--- config.mk ---
export PLATFORM = sky130hd
export DESIGN_NAME = kpva_alu
export DESIGN_NICKNAME = d
export VERILOG_FILES = /design/src/sv/kpva_pkg.sv /design/src/sv/kpva_alu.sv
export SDC_FILE = /design/constraint.sdc
export NUM_CORES = 2
export LEC_CHECK = 0
export ABC_AREA = 0
export BUFFER_PORTS_ARGS = -buffer_cell sky130_fd_sc_hd__buf_4
export CORE_MARGIN = 8
export CORE_UTILIZATION = 50
export CTS_CLUSTER_DIAMETER = 150
export CTS_CLUSTER_SIZE = 8
export DETAILED_ROUTE_END_ITERATION = 7
export PLACE_DENSITY_LB_ADDON = 0.2
export SLEW_MARGIN = 20
export SYNTH_ARGS = -nofsm -noshare
export SYNTH_HDL_FRONTEND = slang
export SYNTH_SLANG_ARGS = --single-unit
--- constraint.sdc ---
create_clock -name clk -period 0.8 [get_ports clk]
set_input_delay 0.16 -clock clk [delete_from_list [all_inputs] [get_ports clk]]
set_output_delay 0.16 -clock clk [all_outputs]
set_load 0.05 [all_outputs]
--- src/sv/kpva_pkg.sv ---
`timescale 1ns / 1ps
`default_nettype none
// ----------------------------------------------------------------------------
// kpva_pkg: shared types and constants of the Kalman tracker
// Word format, operation codes, the shared unit's command set and helpers.
// ----------------------------------------------------------------------------
package kpva_pkg;

    localparam int FRACTION_BITS = 16;
    localparam int WORD_W        = 32;
    localparam int NOISE_W       = 31;

    localparam logic signed [WORD_W-1:0] WORD_MAX = {1'b0, {(WORD_W-1){1'b1}}};
    localparam logic signed [WORD_W-1:0] WORD_MIN = {1'b1, {(WORD_W-1){1'b0}}};

    typedef enum logic [1:0] {
        OP_PREDICT = 2'd0,
        OP_UPD_VEL = 2'd1,
        OP_UPD_ACC = 2'd2,
        OP_CLEAR   = 2'd3
    } op_t;

    typedef enum logic [1:0] {
        CFG_NOISE_POS = 2'd0,
        CFG_NOISE_VEL = 2'd1,
        CFG_NOISE_ACC = 2'd2
    } cfg_idx_t;

    // Operation of the shared arithmetic unit.
    typedef enum logic [1:0] {
        ALU_ADD = 2'd0,
        ALU_SUB = 2'd1,
        ALU_MUL = 2'd2
    } alu_op_t;

    typedef struct packed {
        logic                      start;
        alu_op_t                   op;
        logic signed [WORD_W-1:0]  a;
        logic signed [WORD_W-1:0]  b;
    } alu_req_t;

    function automatic logic signed [WORD_W-1:0] sat64(input logic signed [63:0] v);
        logic signed [63:0] hi;
        logic signed [63:0] lo;
        hi = 64'(WORD_MAX);
        lo = 64'(WORD_MIN);
        if (v > hi)
            return WORD_MAX;
        else if (v < lo)
            return WORD_MIN;
        else
            return v[WORD_W-1:0];
    endfunction

endpackage
`default_nettype wire

--- src/sv/kpva_alu.sv ---
`timescale 1ns / 1ps
`default_nettype none
// ----------------------------------------------------------------------------
// kpva_alu: shared saturating arithmetic unit
// Saturating add, subtract and fixed-point multiply, result registered.
// ----------------------------------------------------------------------------
module kpva_alu (
    input  wire logic                             clk,
    input  wire logic                             rst_n,
    input  wire kpva_pkg::alu_req_t               req,
    output logic signed [kpva_pkg::WORD_W-1:0]    result
);

    logic signed [kpva_pkg::WORD_W-1:0] result_next;
    logic signed [63:0]                 prod;
    logic signed [63:0]                 shifted;
    logic signed [63:0]                 wide_sum;

    always_comb
    begin
        prod    = 64'(req.a) * 64'(req.b);
        // Arithmetic shift rounds toward minus infinity, as required.
        shifted = prod >>> kpva_pkg::FRACTION_BITS;
        unique case (req.op)
            kpva_pkg::ALU_ADD: wide_sum = 64'(req.a) + 64'(req.b);
            kpva_pkg::ALU_SUB: wide_sum = 64'(req.a) - 64'(req.b);
            kpva_pkg::ALU_MUL: wide_sum = shifted;
            default:           wide_sum = 64'(req.a);
        endcase
        result_next = kpva_pkg::sat64(wide_sum);
    end

    always_ff @(posedge clk or negedge rst_n)
    begin
        if (!rst_n)
        begin
            result <= '0;
        end
        else if (req.start)
        begin
            result <= result_next;
        end
    end

endmodule
`default_nettype wire

# Word level (Yosys, flattened, before mapping)
# Cells that the tools add are included.
# word_totals
register_bits,32
inputBits,69
# classes
n_addsub,2
multipliers,1
order_cmp,2
eq_ne,2
muxes,3
n_reduce_logical,1
# op_table
op,n
64-bit case mux with 3 select lines,1
64-bit by 32-bit > comparator with 1-bit output (second input constant),1
64-bit by 32-bit < comparator with 1-bit output (second input constant),1
32-bit by 32-bit multiplier with 64-bit output,1
32-bit 2-to-1 mux,2
32-bit by 32-bit adder with 33-bit output,1
32-bit by 32-bit subtractor with 33-bit output,1
2-bit by 1-bit == test with 1-bit output (second input constant),1
2-bit == test (second input constant),1
2-bit zero test,1

# Longest topological paths before layout
# depth
ltp_word,5
mapped_depth,33
depth_no_buf,29

# Worst setup path after synthesis
# Ideal clock, no wire load.
# synth_path
path_kind,in2reg
from,in req[63] (netlist name)
to,reg result[26] (netlist name)
setup_ns,0.104
arrival_time_ns,8.889
slack_ns,-8.192
path_stages,31
n_path_buf,4
path_cell_list,clkbuf_1 > buf_1 > nand2_1 > inv_1 > fa_1 > fa_1 > fa_1 > inv_1 > fa_1 > inv_1 > fa_1 > fa_1 > inv_1 > fa_1 > inv_1 > fa_1 > ha_1 > clkbuf_1 > a21oi_1 > o21ai_0 > a311oi_1 > a21oi_1 > a211o_1 > o31a_1 > a21oi_1 > xnor2_1 > a21oi_2 > o41ai_4 > buf_6 > nand2_2 > o41ai_2
# synth_via
elab_chain_cells,5
# synth_rtl
item,line,text
from (decl),kpva_alu.sv:10,"input wire kpva_pkg::alu_req_t req,"
"32-bit by 32-bit multiplier with 64-bit output, or another cell as far along",kpva_alu.sv:21,prod = 64'(req.a) * 64'(req.b);
64-bit case mux with 3 select lines *,kpva_alu.sv:24,unique case (req.op)
64-bit by 32-bit < comparator with 1-bit output,kpva_pkg.sv:50,else if (v < lo)
32-bit 2-to-1 mux,kpva_pkg.sv:50,
32-bit 2-to-1 mux *,kpva_pkg.sv:48,if (v > hi)
to (signal assigned),kpva_alu.sv:41,result <= result_next;
to (decl),kpva_alu.sv:11,output logic signed [kpva_pkg::WORD_W-1:0] result
# Every way passes the cells marked *; elsewhere a longest branch is shown, timed or not.
# A chain may end at the register's enable or synchronous reset.

# Final worst setup path
# layout_path
from,in req[4] (netlist name)
to,reg result[18] (netlist name)
# The elaborated chain is that of the path after synthesis.

==> results.md <==
- Once detail routing completed, the nets flagged for antenna violations numbered 0.
- The kind of launch point of the worst setup path is a primary input.
- Across the run, the number of max-cap violations was 0.
- The global-route met2 utilization is 56.9%.
- The unique cell type count in the Yosys netlist is 88.
- The cell sitting at the root of the clock tree is a sky130_fd_sc_hd__clkbuf_16.
- Row generation in the floorplan step produced 106 rows.
- In the finished design, the share of the clock period the worst path needs comes to 993%.
- The number of max-slew violations in the final report is 0.
- The post-route netlist has 24.3% of its cells at a drive strength greater than 1.
- Setup violations remaining at the end of the flow were counted as 64.
- In this run the register-to-register setup slack is -0.23 ns.
- The clock transition at the registers of the reported paths is 0.06 ns.
- The synthesis-to-finish area growth is 26.7%.
- The leading register cell type out of synthesis is sky130_fd_sc_hd__dfrtp_1.
- The first global-routing pass estimated 230,000 um of wire.
- The clock passes through at most 2 buffers.
- The placement-stage cell area is 49,800 um2.
- The die covers 93,100 um2.
- Setup repair after global routing could not meet its margin everywhere.
- After synthesis, the mean cell area works out to 8.89 um2.
- The cell type with the highest occurrence count on the critical path is sky130_fd_sc_hd__fa_1.
- For this run, the post-layout net count is 6,876.
- The total CTS buffers is 5.
- The share of flip-flops with an asynchronous set or reset after synthesis is 100%.
- The total wire length is 147,000 um.
- Entering global routing, the biggest net connects 99 pins.
- In this run the worst hold path is classified as primary input to async pin.
- Of all nets on the critical path, the largest fanout is 8.
- Synthesis produced a netlist whose cell count is 4,702.
- In the global route stage, overall resource usage came out at 31.9%.
- The largest register by flop count is result.
- The capturing element type of the critical path is a flop.
- Clock latency on the worst-skew pair, taken at its later pin, is 0.27 ns.
- After layout, the minimum clock period comes to 7.95 ns.
- In the post-route analysis, the smallest setup slack over all paths is -7.15 ns.
- The width of the die is 305 um.
- The final instance area is 52,900 um2.
- The H-tree was split into 2 levels.
- For this run, global-route usage on met1 was measured as 38.7%.
- The initial antenna violation count is 5.
- The number of global-route vias before repair is 39,700.
- The hold violation total from the final report is 0.
- The global placer's final weighted congestion is 0.993.
- The number of flip-flops under the largest register name is 32.
- Once detailed placement completed, the half-perimeter wirelength came to 124,000 um.
- The timing-limited maximum frequency is 126 MHz.
- For this block, the initial DRC count from the detailed router was 2,345.
- By startpoint and endpoint, the worst setup path is classified as primary input to flop.
- The count of unresolved DRC violations after routing is 0.
- The cell with the biggest individual delay on the critical path is sky130_fd_sc_hd__fa_2.
- The clock net sink count is 32.
- For the pin with the worst max-slew slack, the measured transition is 0.690 ns.
- For this run, the slowest stage of the critical path takes 0.62 ns.
- met2 is the most crowded layer.
- The initial cell density of the core is 50.3%.
- The floorplan step set the die height to 305 um.
- The final routed wire length divided by cell count is 22.4 um.
- The region available for standard cell placement spans 83,200 um2.
- The share of the Yosys chip area taken by registers is 1.92%.
- The total iterations of the first detailed-routing run is 5.
- In the global route stage, met3 resource usage came out at 4.08%.
- The worst endpoint data arrival time is 8.13 ns.
- The run finished, with violations left.
- The count of state elements after synthesis is 32.
- The largest registers in the layout are result (32).
- The count of buffers added on input and output ports is 100.
- The average vias per placed instance is 5.45.
- The total overflow left after global routing is 0.
- The normalized max-slew margin is 53.4%.
- The worst setup skew after layout is 0 ns.
- The worst register-to-register path begins at result[26].
- Yosys printed 0 warnings.
- The checks that failed: setup timing.
- STA puts the critical path data required time at 0.99 ns.
- The via count of the routed design is 35,700.
- The number of nets in the synthesized netlist is 6,099.
- TritonCTS built the clock tree.
- In this run, synthesis inferred 0 flip-flops with an integrated enable.
- The end-of-flow core utilization is 63.7%.
- Measured in cells, the most critical reg-to-reg path has a length of 3.
- In this run the count of I/O pins placed on the die edge is 101.
- The netlist area before placement is 41,800 um2.
- The endpoint identified for the worst register-to-register timing path is result[26].
## cells in the mapped netlist, types with 6 or more instances
master                      number  share of area (%)
sky130_fd_sc_hd__nand4_1        34               0.51
sky130_fd_sc_hd__and2_1        470                7.0
sky130_fd_sc_hd__xor2_1         24               0.50
sky130_fd_sc_hd__and4_1          7               0.15
sky130_fd_sc_hd__nor2b_1        13               0.19
sky130_fd_sc_hd__o22ai_1         9               0.13
sky130_fd_sc_hd__nor3_1         26               0.31
sky130_fd_sc_hd__o21a_1         12               0.22
sky130_fd_sc_hd__and3_1         10               0.15
sky130_fd_sc_hd__nand3_1        37               0.44
sky130_fd_sc_hd__o2111ai_1      24               0.50
sky130_fd_sc_hd__nand2_1       589                5.3
sky130_fd_sc_hd__dfrtp_1        32                1.9
sky130_fd_sc_hd__a21o_1         31               0.56
sky130_fd_sc_hd__fa_1         1083                 52
sky130_fd_sc_hd__o31ai_1        11               0.20
sky130_fd_sc_hd__buf_2          25               0.30
sky130_fd_sc_hd__nor4_1         10               0.15
sky130_fd_sc_hd__o221ai_1        6               0.13
sky130_fd_sc_hd__o21bai_1       20               0.36
sky130_fd_sc_hd__buf_1           7              0.063
sky130_fd_sc_hd__inv_1        1006                9.0
sky130_fd_sc_hd__xnor2_1        62                1.3
sky130_fd_sc_hd__a31oi_1        19               0.28
sky130_fd_sc_hd__nor2_1        188                1.7
sky130_fd_sc_hd__o21ai_0       104                1.2
sky130_fd_sc_hd__clkbuf_1      236                2.1
sky130_fd_sc_hd__nand2b_1       19               0.28
sky130_fd_sc_hd__o211ai_1       34               0.61
sky130_fd_sc_hd__or2_2           6              0.090
sky130_fd_sc_hd__ha_1          245                7.3
sky130_fd_sc_hd__a311oi_1        6               0.13
sky130_fd_sc_hd__a21oi_1       166                2.0
sky130_fd_sc_hd__a211oi_1       27               0.49
## stage by stage
step | setup slack (ns) | hold WS [ns] | TNS (ns) | instances
2_1_floorplan | -7.17 | -0.136 | -228.67 | 4702
3_3_place_gp | -7.70 | 0.123 | -245.24 | 6452
3_5_place_dp | -7.71 | 0.123 | -245.35 | 6452
4_1_cts | -7.07 | 0.377 | -230.93 | 6528
5_1_grt | -7.40 | 0.379 | -241.67 | 6560
6_report | -7.15 | 0.349 | -233.06 | 6562
## placed cells by master (no fill, tap or decap), types with 13 or more instances in the layout
cell type,n
sky130_fd_sc_hd__nor2_1,174
sky130_fd_sc_hd__nand3_1,28
sky130_fd_sc_hd__a211oi_1,19
sky130_fd_sc_hd__nor3_1,23
sky130_fd_sc_hd__nand2_1,575
sky130_fd_sc_hd__a31oi_1,18
sky130_fd_sc_hd__o21bai_1,16
sky130_fd_sc_hd__buf_8,18
sky130_fd_sc_hd__o2111ai_1,20
sky130_fd_sc_hd__fa_1,1034
sky130_fd_sc_hd__xor2_1,22
sky130_fd_sc_hd__fa_2,49
sky130_fd_sc_hd__ha_4,31
sky130_fd_sc_hd__dfrtp_1,31
sky130_fd_sc_hd__nand4_1,34
sky130_fd_sc_hd__a21oi_2,31
sky130_fd_sc_hd__o21ai_1,13
sky130_fd_sc_hd__ha_1,213
sky130_fd_sc_hd__xnor2_1,60
sky130_fd_sc_hd__and2_1,460
sky130_fd_sc_hd__inv_1,972
sky130_fd_sc_hd__a21o_1,31
sky130_fd_sc_hd__buf_6,88
sky130_fd_sc_hd__buf_4,855
sky130_fd_sc_hd__inv_2,26
sky130_fd_sc_hd__a21oi_1,137
sky130_fd_sc_hd__buf_12,61
sky130_fd_sc_hd__o211ai_1,34
sky130_fd_sc_hd__o21ai_0,85
sky130_fd_sc_hd__nand2b_1,19
## layout make-up
| cell class | instances | area [um2] |
|---|---|---|
| Tap cell | 1080 | 1350 |
| Clock buffer | 6 | 129 |
| Clock inverter | 2 | 35.0 |
| Timing Repair Buffer | 1041 | 9420 |
| Fill cell | 6996 | 30200 |
| Antenna cell | 2 | 5.00 |
| Multi-Input combinational cell | 3391 | 37400 |
| Sequential cell | 32 | 802 |
| Inverter | 1008 | 3830 |
## critical path: cells and delay by family
kind	cells	cell delay, ns
fa+ha+maj	9	4.39
simple gates	3	0.42
compound gates	9	2.15
buf+inv	8	0.85
xor+xnor	1	0.13
## worst max-delay path by stage
| stage | depth (start not counted) | from | to |
|---|---|---|---|
| 2_1_floorplan | 31 | req[63] | result[17] |
| 3_3_place_gp | 26 | req[18] | result[27] |
| 3_5_place_dp | 26 | req[17] | result[13] |
| 4_1_cts | 33 | req[6] | result[18] |
| 5_1_grt | 31 | req[7] | result[17] |
| 6_report | 30 | req[4] | result[18] |
## routing by layer
| layer | vias up | share of wire, % |
|---|---|---|
| met5 | - | 0.018 |
| met4 | 4 | 5.7 |
| met3 | 358 | 5.9 |
| met2 | 1294 | 50 |
| met1 | 18400 | 38 |
| li1 | 15700 | - |
## kinds of logic after synthesis
logic type | synth area share [%]
buffers and inverters | 11.6
and+or+nand+nor | 16.6
AOI/OAI and AO/OA | 8.55
xor gates and xnor gates | 1.80
muxes | 0.254
DFF | 1.92
adders and majority gates | 59.2
## repair_timing
item	in CTS	in global routing
buffers inserted	57	29
hold buffers	1	0
pin swaps	92	99
endpoints found under the setup margin	64	64
gates resized for setup	314	156
endpoints found under the hold margin	32	0
cloned	12	3
Power is not shown: default switching activity piles up to over one toggle a cycle in this logic, so the estimate is an artifact.
