==> src/sv/kpva_pkg.sv <==
`timescale 1ns / 1ps
`default_nettype none
// ----------------------------------------------------------------------------
// kpva_pkg: shared types and constants of the Kalman tracker
// Word format, operation codes, the shared unit's command set and helpers.
// ----------------------------------------------------------------------------
package kpva_pkg;

    localparam int FRACTION_BITS = 16;
    localparam int WORD_W        = 32;
    localparam int NOISE_W       = 31;

    localparam logic signed [WORD_W-1:0] WORD_MAX = {1'b0, {(WORD_W-1){1'b1}}};
    localparam logic signed [WORD_W-1:0] WORD_MIN = {1'b1, {(WORD_W-1){1'b0}}};

    typedef enum logic [1:0] {
        OP_PREDICT = 2'd0,
        OP_UPD_VEL = 2'd1,
        OP_UPD_ACC = 2'd2,
        OP_CLEAR   = 2'd3
    } op_t;

    typedef enum logic [1:0] {
        CFG_NOISE_POS = 2'd0,
        CFG_NOISE_VEL = 2'd1,
        CFG_NOISE_ACC = 2'd2
    } cfg_idx_t;

    // Operation of the shared arithmetic unit.
    typedef enum logic [1:0] {
        ALU_ADD = 2'd0,
        ALU_SUB = 2'd1,
        ALU_MUL = 2'd2
    } alu_op_t;

    typedef struct packed {
        logic                      start;
        alu_op_t                   op;
        logic signed [WORD_W-1:0]  a;
        logic signed [WORD_W-1:0]  b;
    } alu_req_t;

    function automatic logic signed [WORD_W-1:0] sat64(input logic signed [63:0] v);
        logic signed [63:0] hi;
        logic signed [63:0] lo;
        hi = 64'(WORD_MAX);
        lo = 64'(WORD_MIN);
        if (v > hi)
            return WORD_MAX;
        else if (v < lo)
            return WORD_MIN;
        else
            return v[WORD_W-1:0];
    endfunction

endpackage
`default_nettype wire

==> src/sv/kpva_div.sv <==
`timescale 1ns / 1ps
`default_nettype none
// ----------------------------------------------------------------------------
// kpva_div: iterative signed divider for the Kalman gain
// Computes sat((num << FRACTION_BITS) / den), truncating toward zero,
// one quotient bit per cycle.
// ----------------------------------------------------------------------------
module kpva_div (
    input  wire logic                             clk,
    input  wire logic                             rst_n,
    input  wire logic                             start,
    input  wire logic signed [kpva_pkg::WORD_W-1:0] num,
    input  wire logic signed [kpva_pkg::WORD_W-1:0] den,
    output logic                                  done,
    output logic signed [kpva_pkg::WORD_W-1:0]    quot
);

    localparam int DW = kpva_pkg::WORD_W + kpva_pkg::FRACTION_BITS;
    localparam int CW = $clog2(DW + 1);

    logic [DW-1:0]   dvd_reg;
    logic [DW-1:0]   q_reg;
    logic [DW:0]     rem_reg;
    logic [kpva_pkg::WORD_W-1:0] dvs_reg;
    logic            neg_reg;
    logic [CW-1:0]   cnt_reg;
    logic            busy_reg;

    logic [DW:0]     rem_sh;
    logic [DW:0]     rem_try;
    logic [DW-1:0]   num_mag;
    logic [kpva_pkg::WORD_W-1:0] den_mag;
    logic signed [63:0] q_signed;

    always_comb
    begin
        num_mag = num[kpva_pkg::WORD_W-1]
                ? DW'(-{{kpva_pkg::FRACTION_BITS{num[kpva_pkg::WORD_W-1]}}, num})
                    << kpva_pkg::FRACTION_BITS
                : DW'({{kpva_pkg::FRACTION_BITS{1'b0}}, num}) << kpva_pkg::FRACTION_BITS;
        den_mag = den[kpva_pkg::WORD_W-1] ? -den : den;
        rem_sh  = {rem_reg[DW-1:0], dvd_reg[DW-1]};
        rem_try = rem_sh - (DW+1)'(dvs_reg);
        q_signed = neg_reg ? -64'(q_reg) : 64'(q_reg);
    end

    always_ff @(posedge clk or negedge rst_n)
    begin
        if (!rst_n)
        begin
            busy_reg <= 1'b0;
            cnt_reg  <= '0;
            done     <= 1'b0;
            neg_reg  <= 1'b0;
            dvd_reg  <= '0;
            q_reg    <= '0;
            rem_reg  <= '0;
            dvs_reg  <= '0;
            quot     <= '0;
        end
        else
        begin
            done <= 1'b0;
            if (start)
            begin
                busy_reg <= 1'b1;
                cnt_reg  <= CW'(DW);
                neg_reg  <= num[kpva_pkg::WORD_W-1] ^ den[kpva_pkg::WORD_W-1];
                dvd_reg  <= num_mag;
                dvs_reg  <= den_mag;
                rem_reg  <= '0;
                q_reg    <= '0;
            end
            else if (busy_reg)
            begin
                if (cnt_reg == '0)
                begin
                    // All quotient bits are in; apply the sign and saturate.
                    busy_reg <= 1'b0;
                    done     <= 1'b1;
                    quot     <= kpva_pkg::sat64(q_signed);
                end
                else
                begin
                    dvd_reg <= {dvd_reg[DW-2:0], 1'b0};
                    if (!rem_try[DW])
                    begin
                        rem_reg <= rem_try;
                        q_reg   <= {q_reg[DW-2:0], 1'b1};
                    end
                    else
                    begin
                        rem_reg <= rem_sh;
                        q_reg   <= {q_reg[DW-2:0], 1'b0};
                    end
                    cnt_reg <= cnt_reg - 1'b1;
                end
            end
        end
    end

endmodule
`default_nettype wire

==> config.mk <==
export PLATFORM = sky130hd
export DESIGN_NAME = kpva_div
export DESIGN_NICKNAME = d
export VERILOG_FILES = /design/src/sv/kpva_pkg.sv /design/src/sv/kpva_div.sv
export SDC_FILE = /design/constraint.sdc
export NUM_CORES = 1
export LEC_CHECK = 0
export ABC_CLOCK_PERIOD_IN_PS = 4510
export BUFFER_PORTS_ARGS = -buffer_cell sky130_fd_sc_hd__buf_2
export CELL_PAD_IN_SITES_DETAIL_PLACEMENT = 1
export CELL_PAD_IN_SITES_GLOBAL_PLACEMENT = 1
export CORE_AREA = 2 2 175 177
export CTS_CLUSTER_DIAMETER = 40
export DETAILED_ROUTE_END_ITERATION = 16
export DIE_AREA = 0 0 177 179
export PLACE_DENSITY_LB_ADDON = 0.3
export SYNTH_ARGS = -nofsm -noshare
export SYNTH_HDL_FRONTEND = slang
export SYNTH_SLANG_ARGS = --single-unit
==> constraint.sdc <==
create_clock -name clk -period 4.51 [get_ports clk]
set_input_delay 0.902 -clock clk [delete_from_list [all_inputs] [get_ports clk]]
set_output_delay 0.902 -clock clk [all_outputs]
set_load 0.05 [all_outputs]
Word-level counts from Yosys, hierarchy flattened --
Cells that the tools add are included.
Word-level totals: input bits 67, register bits 217, output and inout bits 33
Cells by class: equality and inequality tests 1, reductions and logical operators 4, magnitude comparators 2, add/subtract/negate cells 5, bitwise gates (word level) 2, mux-type cells 25
Operators by type and width (number):
- 48-bit 2-to-1 mux | 11
- 32-bit 2-to-1 mux | 3
- 64-bit by 32-bit > comparator with 1-bit output, second input constant | 1
- 64-bit by 32-bit less-than comparator with 1-bit output, second input constant | 1
- 64-bit 2-to-1 mux | 1
- 32-bit negation | 2
- 48-bit negation with 64-bit output | 1
- 49-bit by 32-bit subtractor with 49-bit output | 1
- 6-bit 2-to-1 mux | 3
- 1-bit 2-to-1 mux | 7
- 6-bit zero test | 1
- 6-bit by 1-bit subtractor with 6-bit output, second input constant | 1
- 3-bit AND reduction | 1
- 2-bit != test, second input constant | 1
- 2-bit AND reduction | 1
- 2-bit nonzero test | 1
- 1-bit inverter | 1
- 1-bit XOR | 1

Depth between registers and ports, before layout --
Gate-level depths: netlist (run 1).
depth in word-level cells 5, gate-level depth with buffers 14, depth with buffers taken out 12

Least setup slack after synthesis (run 1) --
OpenSTA, ideal clock, no wires.
kind input to register, start input port den[4] (netlist bit), end register dvs_reg[29] (netlist bit), required time 4.373 ns, path buffers 0, slack 0.761 ns, stages on the path 9, arrival 3.613 ns, cells stage by stage or4_1 > nor3_2 > nand3_1 > or4_1 > or3_1 > or4_1 > o41ai_2 > xor2_1 > a21oi_1
Between the ends: longest elaborated chain between the ends 2
RTL lines:
- start, declared | RTL line kpva_div.sv:13 | input wire logic signed [kpva_pkg::WORD_W-1:0] den,
- 32-bit negation | RTL line kpva_div.sv:41 | den_mag = den[kpva_pkg::WORD_W-1] ? -den : den;
- 32-bit 2-to-1 mux | RTL line kpva_div.sv:41
- end signal, assigned | RTL line kpva_div.sv:70 | dvs_reg <= den_mag;
- end, declared | RTL line kpva_div.sv:24 | logic [kpva_pkg::WORD_W-1:0] dvs_reg;
No other way between the ends. A chain may end at the register's enable or synchronous reset.

Worst setup path after layout (run 1) --
start register q_reg[5], end register quot[0] (netlist bit)
Between the ends: longest elaborated chain between the ends 5, elaborated cells on any way between the ends 6, those cells by class 1 x add/sub; 2 x order compare; 3 x mux
RTL lines:
- start, declared | RTL line kpva_div.sv:22 | logic [DW-1:0] q_reg;
- start signal, assigned | RTL line kpva_div.sv:89 | q_reg <= {q_reg[DW-2:0], 1'b1};
- start signal, assigned | RTL line kpva_div.sv:94 | q_reg <= {q_reg[DW-2:0], 1'b0};
- 48-bit negation with 64-bit output | RTL line kpva_div.sv:44 | q_signed = neg_reg ? -64'(q_reg) : 64'(q_reg);
- 64-bit 2-to-1 mux * | RTL line kpva_div.sv:44
- 64-bit by 32-bit less-than comparator with 1-bit output | RTL line kpva_pkg.sv:50 | else if (v < lo)
- 32-bit 2-to-1 mux | RTL line kpva_pkg.sv:50
- 32-bit 2-to-1 mux * | RTL line kpva_pkg.sv:48 | if (v > hi)
- end signal, assigned | RTL line kpva_div.sv:81 | quot <= kpva_pkg::sat64(q_signed);
- end, declared | RTL line kpva_div.sv:15 | output logic signed [kpva_pkg::WORD_W-1:0] quot
Mark *: on every way between the ends. The rest lies on a longest branch, timed or not.

==> results.cfg, run 1 <==
[hold_path]
hold_path.class = in -> async

[detailed_routing]
drt-wirelength-per-cell_um = 17.3
drc = 0
drt_first_iter_violations = 583
num_vias = 12100
ratio_of_routed_vias_to_standard_cells = 5.71
drt_first_pass_iters = 7
drt.antenna.violating_nets = 0
totalWireLength_um = 36500

[setup_path]
worstPathRequired_ns = 4.94
cp-end-kind = flip-flop
crit_path_max_fanout = 31
worst-r2r-setup-slack_ns = 0.66
r2r-end = quot[0]$_DFFE_PN0P_
worst_r2r_startpoint = q_reg[5]$_DFFE_PN0P_
worst_path_class_setup = reg -> reg
arrival_ns = 4.28
worst-r2r-cell-count = 11
startpoint_type = flip-flop

[global_route]
grt_first_pass_wirelength_um = 62300
grt_antenna_before_repair = 0
first_global_vias = 12600
grt_start_max_net_pins = 103
globalRoute.totalOverflow = 0
gr-usage-all-layers_pct = 23.6

[synth]
yosys_warnings = 0
synth.net_count = 1732
ys_types = 67
asyncSetResetFlopFracSynth_pct = 100
synthDominantAreaCellType = dfrtp_1
synth_enable_flop_cells = 0
syn_area_um2 = 13300
postSynthAreaPerCell_um2 = 8.15
dominantRegCellSynth = dfrtp_1
postSynthRegisterBits = 201
synth_top_area_share_pct = 37.9
netlist_instances = 1627
synth_seq_area_share_pct = 37.9
synth.top_cells.by_area = dfrtp_1 (38%), nand2_1 (7.7%), a21oi_1 (6.3%), xnor2_1 (5.8%), nor2_1 (4.3%)

[timing]
clock.fmax_ghz = 0.259
fin_crit_ns = 3.85
final-max-slew-violation-count = 0
layout_worst_path_cycle_share_pct = 85.5
skew_ns = 0.0187
worst_slew_margin_pct = 26.6
fin_setup_tns_ns = 0
timing_worst_slew_pin_value_ns = 1.10
hold_viol = 0
timing.final.setup_violations = 0
setup_repair_after_global_routing_missed_its_margin = no

[die]
core_area_um2 = 30000
die_width_um = 177
die_area_um2 = 31700
die_h_um = 179
design.portCount = 100
initial_utilization_pct = 44.2
std_cell_rows = 64

[clock_network]
cts_made_buffers = 38
postCtsSetupBuffers = 0
post_cts_resized = 0
tritoncts = built
cts_max_path_buffers = 3
htreeDepth = 2
postCtsHoldBufs = 0
cts-root-buf = clkbuf_16
worstSkewPairLatency_ns = 0.52
cts_sink_count = 201
worst_setup_hold_path_clk_slew_ns = 0.05

[cells_and_area]
num-nets-final = 1791
area.growth.synth_to_final_pct = 16.3
filler_cell_count = 3637
final-instance-count-excl-fill = 2111
sequential_cell_area_um2 = 5030
drive_above_1_share_pct = 12.5
insertedDiodeCount = 0
multiInputGateArea_um2 = 7640

[placement]
dpl.cell_count = 2042
place.gp.congestion = 0.866
buffer_ports.inserted = 99
detailedPlacementHpwl_um = 25400

[pwr]
powerDensity_nw_per_um2 = 590
power.leakage_uw = 0.00717
vdd.ir_drop.worst_uv = 325

[outcome]
run_status = finished clean

[run]
drv.max_cap_violation_count = 0
## worst max-delay path, cell delays in order, from the launching register on
cell,delay [ns]
dfrtp_1,0.47
nor4_1,0.46
nand3_1,0.14
buf_4,0.19
or4_1,0.62
o41ai_1,0.41
xor2_1,0.14
or4b_1,0.56
o21ai_2,0.15
buf_4,0.31
nand2_1,0.12
a21oi_1,0.19
## layout by cell type (no fill, tap or decap), types with 5 or more instances in the layout
cell and count:
or4_1 21, o31ai_1 31, bufinv_16 6, xor2_1 48
nand2_1 272, nand3b_1 11, nand4_1 14, buf_4 22
nand2b_1 9, mux2i_1 38, and2_1 6, o21ai_0 97
and3_1 6, a21oi_1 166, nand3_1 30, a211oi_1 20
inv_1 55, buf_2 97, clkbuf_16 39, clkinv_4 6
nor3_1 35, clkinvlp_4 5, or3_1 22, inv_6 5
nor4_1 24, xnor2_1 88, a21o_1 15, ha_1 37
nor2_1 151, dfrtp_1 201, a311oi_1 21, o211ai_1 5
o21a_1 7, o41ai_1 14
## how the worst max path moves through the flow
stage | startpoint | endpoint | slack (ns) | cells past startpoint
4_1_cts | q_reg[6]$_DFFE_PN0P_ | quot[8]$_DFFE_PN0P_ | 0.62 | 11
5_1_grt | q_reg[16]$_DFFE_PN0P_ | quot[20]$_DFFE_PN0P_ | 0.31 | 10
2_1_floorplan | den[4] | dvs_reg[29]$_DFFE_PN0P_ | 0.76 | 9
6_report | q_reg[5]$_DFFE_PN0P_ | quot[0]$_DFFE_PN0P_ | 0.66 | 11
3_3_place_gp | den[4] | dvs_reg[29]$_DFFE_PN0P_ | 0.38 | 10
3_5_place_dp | den[4] | dvs_reg[29]$_DFFE_PN0P_ | 0.33 | 10
## layer usage
layer | share of wire [%] | GRT usage [%] | wire length (um) | vias up
met2 | 50 | 41.6 | 18100 | 186
met5 | 0 | 0 | 0 | -
met4 | 2.0 | 6.61 | 727 | 0
met3 | 3.0 | 2.76 | 1080 | 57
met1 | 45 | 30.6 | 16600 | 5949
li1 | - | - | - | 5871
## power by group
group	switching (uW)	leakage (uW)	internal, uW
Sequential	315	0.00259	2150
Clock	1040	0.000644	1950
Combinational	2270	0.00394	1380
Total	3620	0.00717	5490
## synth_stat cells, types with 15 or more instances
cell type,instances
a211oi_1,20
a21o_1,15
a21oi_1,166
a311oi_1,21
clkbuf_1,79
dfrtp_1,201
ha_1,37
inv_1,55
mux2i_1,38
nand2_1,273
nand3_1,30
nor2_1,152
nor3_1,35
nor4_1,24
o21ai_0,97
o31ai_1,32
or3_1,22
or4_1,21
xnor2_1,88
xor2_1,48
## through the flow
stage	total power (uW)	utilization (%)	setup slack, ns	hold slack, ns	cell area (um2)
floorplan	5120	-	0.761	0.475	13300
global placement	5980	46.9	0.378	0.500	14100
detailed placement	6110	46.9	0.330	0.510	14100
CTS	9180	51.4	0.623	0.467	15400
global route	9710	51.4	0.314	0.487	15400
finish	9110	51.4	0.656	0.422	15400
## final cells by class
cell class / instances / share of cell area, %
Clock buffer: 41 / 6.38
Clock inverter: 28 / 2.31
Inverter: 55 / 1.34
Multi-Input combinational cell: 1267 / 49.5
Sequential cell: 201 / 32.6
Tap cell: 396 / 3.21
Timing Repair Buffer: 123 / 4.64
## cell families after synthesis
family	count (synthesis)	synth area share, %
AO/OA/AOI/OAI	420	19.6
XOR/XNOR	136	8.98
adder cells (fa/ha/maj)	38	3.64
buffers and inverters	159	4.70
flip-flops	201	37.9
multiplexers	40	3.04
AND/OR/NAND/NOR	633	22.1
Power figures use the tool's default switching activity.
==> run 2: changes to the inputs <==
- GPL_ROUTABILITY_DRIVEN: not set -> 0
- PLACE_DENSITY_LB_ADDON: 0.3 -> 0.1
==> run 2 against run 1 <==
Core utilization rose by 0.27 points; routed wire length up 0.32%; via count down 0.90%; die area unchanged; cell area up 0.53%; worst setup slack got worse by 0.029 ns; critical path depth rose by 1; clock-buffer cell count grew 8; global-route usage shrank 0.20 points.
==> results.cfg, run 2 (synthesis gave the netlist of run 1 again) <==
[setup_path]
critical_path_max_stage_delay_ns = 0.71
worstPathCellList = inv_1 -> ha_1 -> nor4b_1 -> nand3_1 -> nor4_1 -> xor2_1 -> o31a_1 -> or4b_1 -> o21ai_2 -> buf_12 -> nand2_1 -> a21oi_1
critical_path.slowest_cell = nor4_1
crit_path_max_fanout = 31
worstPathRequired_ns = 4.94
worst_path_class_setup = reg -> reg
startpoint_type = flip-flop
cp-end-kind = flip-flop
arrival_ns = 4.31

[clock_network]
cts-root-buf = clkbuf_16
post_cts_resized = 0
htreeDepth = 2
cts_sink_count = 201
cts_max_path_buffers = 3
worstSkewPairLatency_ns = 0.52
postCtsSetupBuffers = 0
cts_made_buffers = 39
tritoncts = built
postCtsHoldBufs = 0
worst_setup_hold_path_clk_slew_ns = 0.05

[cells_and_area]
sequential_cell_area_um2 = 5030
drive_above_1_share_pct = 12.5
multiInputGateArea_um2 = 7640
layout.core_utilization_pct = 51.6
insertedDiodeCount = 0
area.growth.synth_to_final_pct = 16.9
filler_cell_count = 3592
num-nets-final = 1793
mostFrequentLayoutCell = nand2_1
final-instance-count-excl-fill = 2113
layout_common_cells = nand2_1 (272), dfrtp_1 (201), a21oi_1 (166), nor2_1 (151)

[global_route]
globalRoute.totalOverflow = 0
gr-usage-all-layers_pct = 23.4
grt_start_max_net_pins = 95
first_global_vias = 12300
grt_antenna_before_repair = 0
grt_first_pass_wirelength_um = 61400

[timing]
fin_ws_ns = 0.626
layout_worst_path_cycle_share_pct = 86.1
fin_setup_tns_ns = 0
clock.fmax_ghz = 0.257
hold-worst-slack_ns = 0.427
worst_slew_margin_pct = 37.8
fin_crit_ns = 3.88
timing.final.setup_violations = 0
skew_ns = 0.0207
hold_viol = 0
timing_worst_slew_pin_value_ns = 0.929
setup_repair_after_global_routing_missed_its_margin = no
final-max-slew-violation-count = 0

[pwr]
power.leakage_uw = 0.00721
share_clk_of_total_power_pct = 33.9
net-switching-power_uw = 3570
swShare_pct = 38.8
power.combinational.fraction_pct = 39.3
seq_power_share_pct = 26.8
p_int_uw = 5630
vdd.ir_drop.worst_uv = 292
powerDensity_nw_per_um2 = 593

[die]
die_area_um2 = 31700
die_width_um = 177
die_h_um = 179
std_cell_rows = 64
initial_utilization_pct = 44.2
design.portCount = 100
core_area_um2 = 30000

[detailed_routing]
drc = 0
totalWireLength_um = 36600
drt-wirelength-per-cell_um = 17.3
ratio_of_routed_vias_to_standard_cells = 5.66
drt_first_iter_violations = 634
drt_first_pass_iters = 5
drt.antenna.violating_nets = 0
num_vias = 12000

[placement]
buffer_ports.inserted = 99
detailedPlacementHpwl_um = 25300
placement.setup.worst_slack_ns = 0.332
dpl.cell_count = 2043

[outcome]
run_status = finished clean

[run]
drv.max_cap_violation_count = 0

[hold_path]
hold_path.class = in -> async
-- run 2: cell types whose count changed in the layout (fill, tap and decap cells not counted), sizes merged --
| cell | before | now |
|---|---|---|
| clkbuf | 42 | 50 |
| inv | 62 | 57 |
| clkinvlp | 5 | 3 |
| buf | 122 | 123 |
| bufinv | 6 | 7 |
| clkinv | 10 | 9 |
-- run 2: worst paths after layout --
| path | from | endpoint | slack, ns | cells past startpoint |
|---|---|---|---|---|
| max | q_reg[0]$_DFFE_PN0P_ | quot[8]$_DFFE_PN0P_ | 0.63 | 12 |
| min | rst_n | done$_DFF_PN0_ | 0.43 | 1 |
| max reg2reg | q_reg[0]$_DFFE_PN0P_ | quot[8]$_DFFE_PN0P_ | 0.63 | 12 |
| min reg2reg | quot[4]$_DFFE_PN0P_ | quot[4]$_DFFE_PN0P_ | 0.52 | 2 |
| max in group asynchronous | rst_n | rem_reg[3]$_DFFE_PN0P_ | 3.06 | 2 |
| min in group clk | quot[4]$_DFFE_PN0P_ | quot[4]$_DFFE_PN0P_ | 0.52 | 2 |
-- run 2: routing by layer --
| layer | GRT usage, % | share of wire, % | vias to the layer above |
|---|---|---|---|
| li1 | - | - | 5878 |
| met1 | 30.3 | 46 | 5826 |
| met2 | 41.2 | 49 | 199 |
| met3 | 3.18 | 3.5 | 51 |
| met4 | 5.96 | 2.1 | 0 |
| met5 | 0 | 0 | - |
-- run 2: area by class of cell --
type	count	share of cell area, %
multi-input cells	1267	49.2
flip-flops and latches	201	32.4
clock buffers	49	7.00
repair buffers	124	4.66
well taps	396	3.20
clock inverters	21	2.12
inverters	55	1.33
-- run 2: power by group through the flow --
stage               Clock, uW  Sequential [uW]  Combinational, uW
floorplan                   0             2670               2450
global placement            0             2470               3510
detailed placement          0             2490               3590
CTS                      3180             2470               3640
global route             3270             2520               4030
finish                   3110             2470               3620
-- run 2: stage by stage --
stage          cell area (um2)  total power [uW]
2_1_floorplan            13300              5120
3_3_place_gp             14100              5980
3_5_place_dp             14100              6080
4_1_cts                  15500              9290
5_1_grt                  15500              9810
6_report                 15500              9200
-- run 2: critical path, delay by kind of cell (launching register included) --
family	cells	cell delay (ns)
simple gates	5	2.02
buf+inv	2	0.29
fa+ha+maj	1	0.21
xor+xnor	1	0.15
flops	1	0.45
compound gates	3	0.67
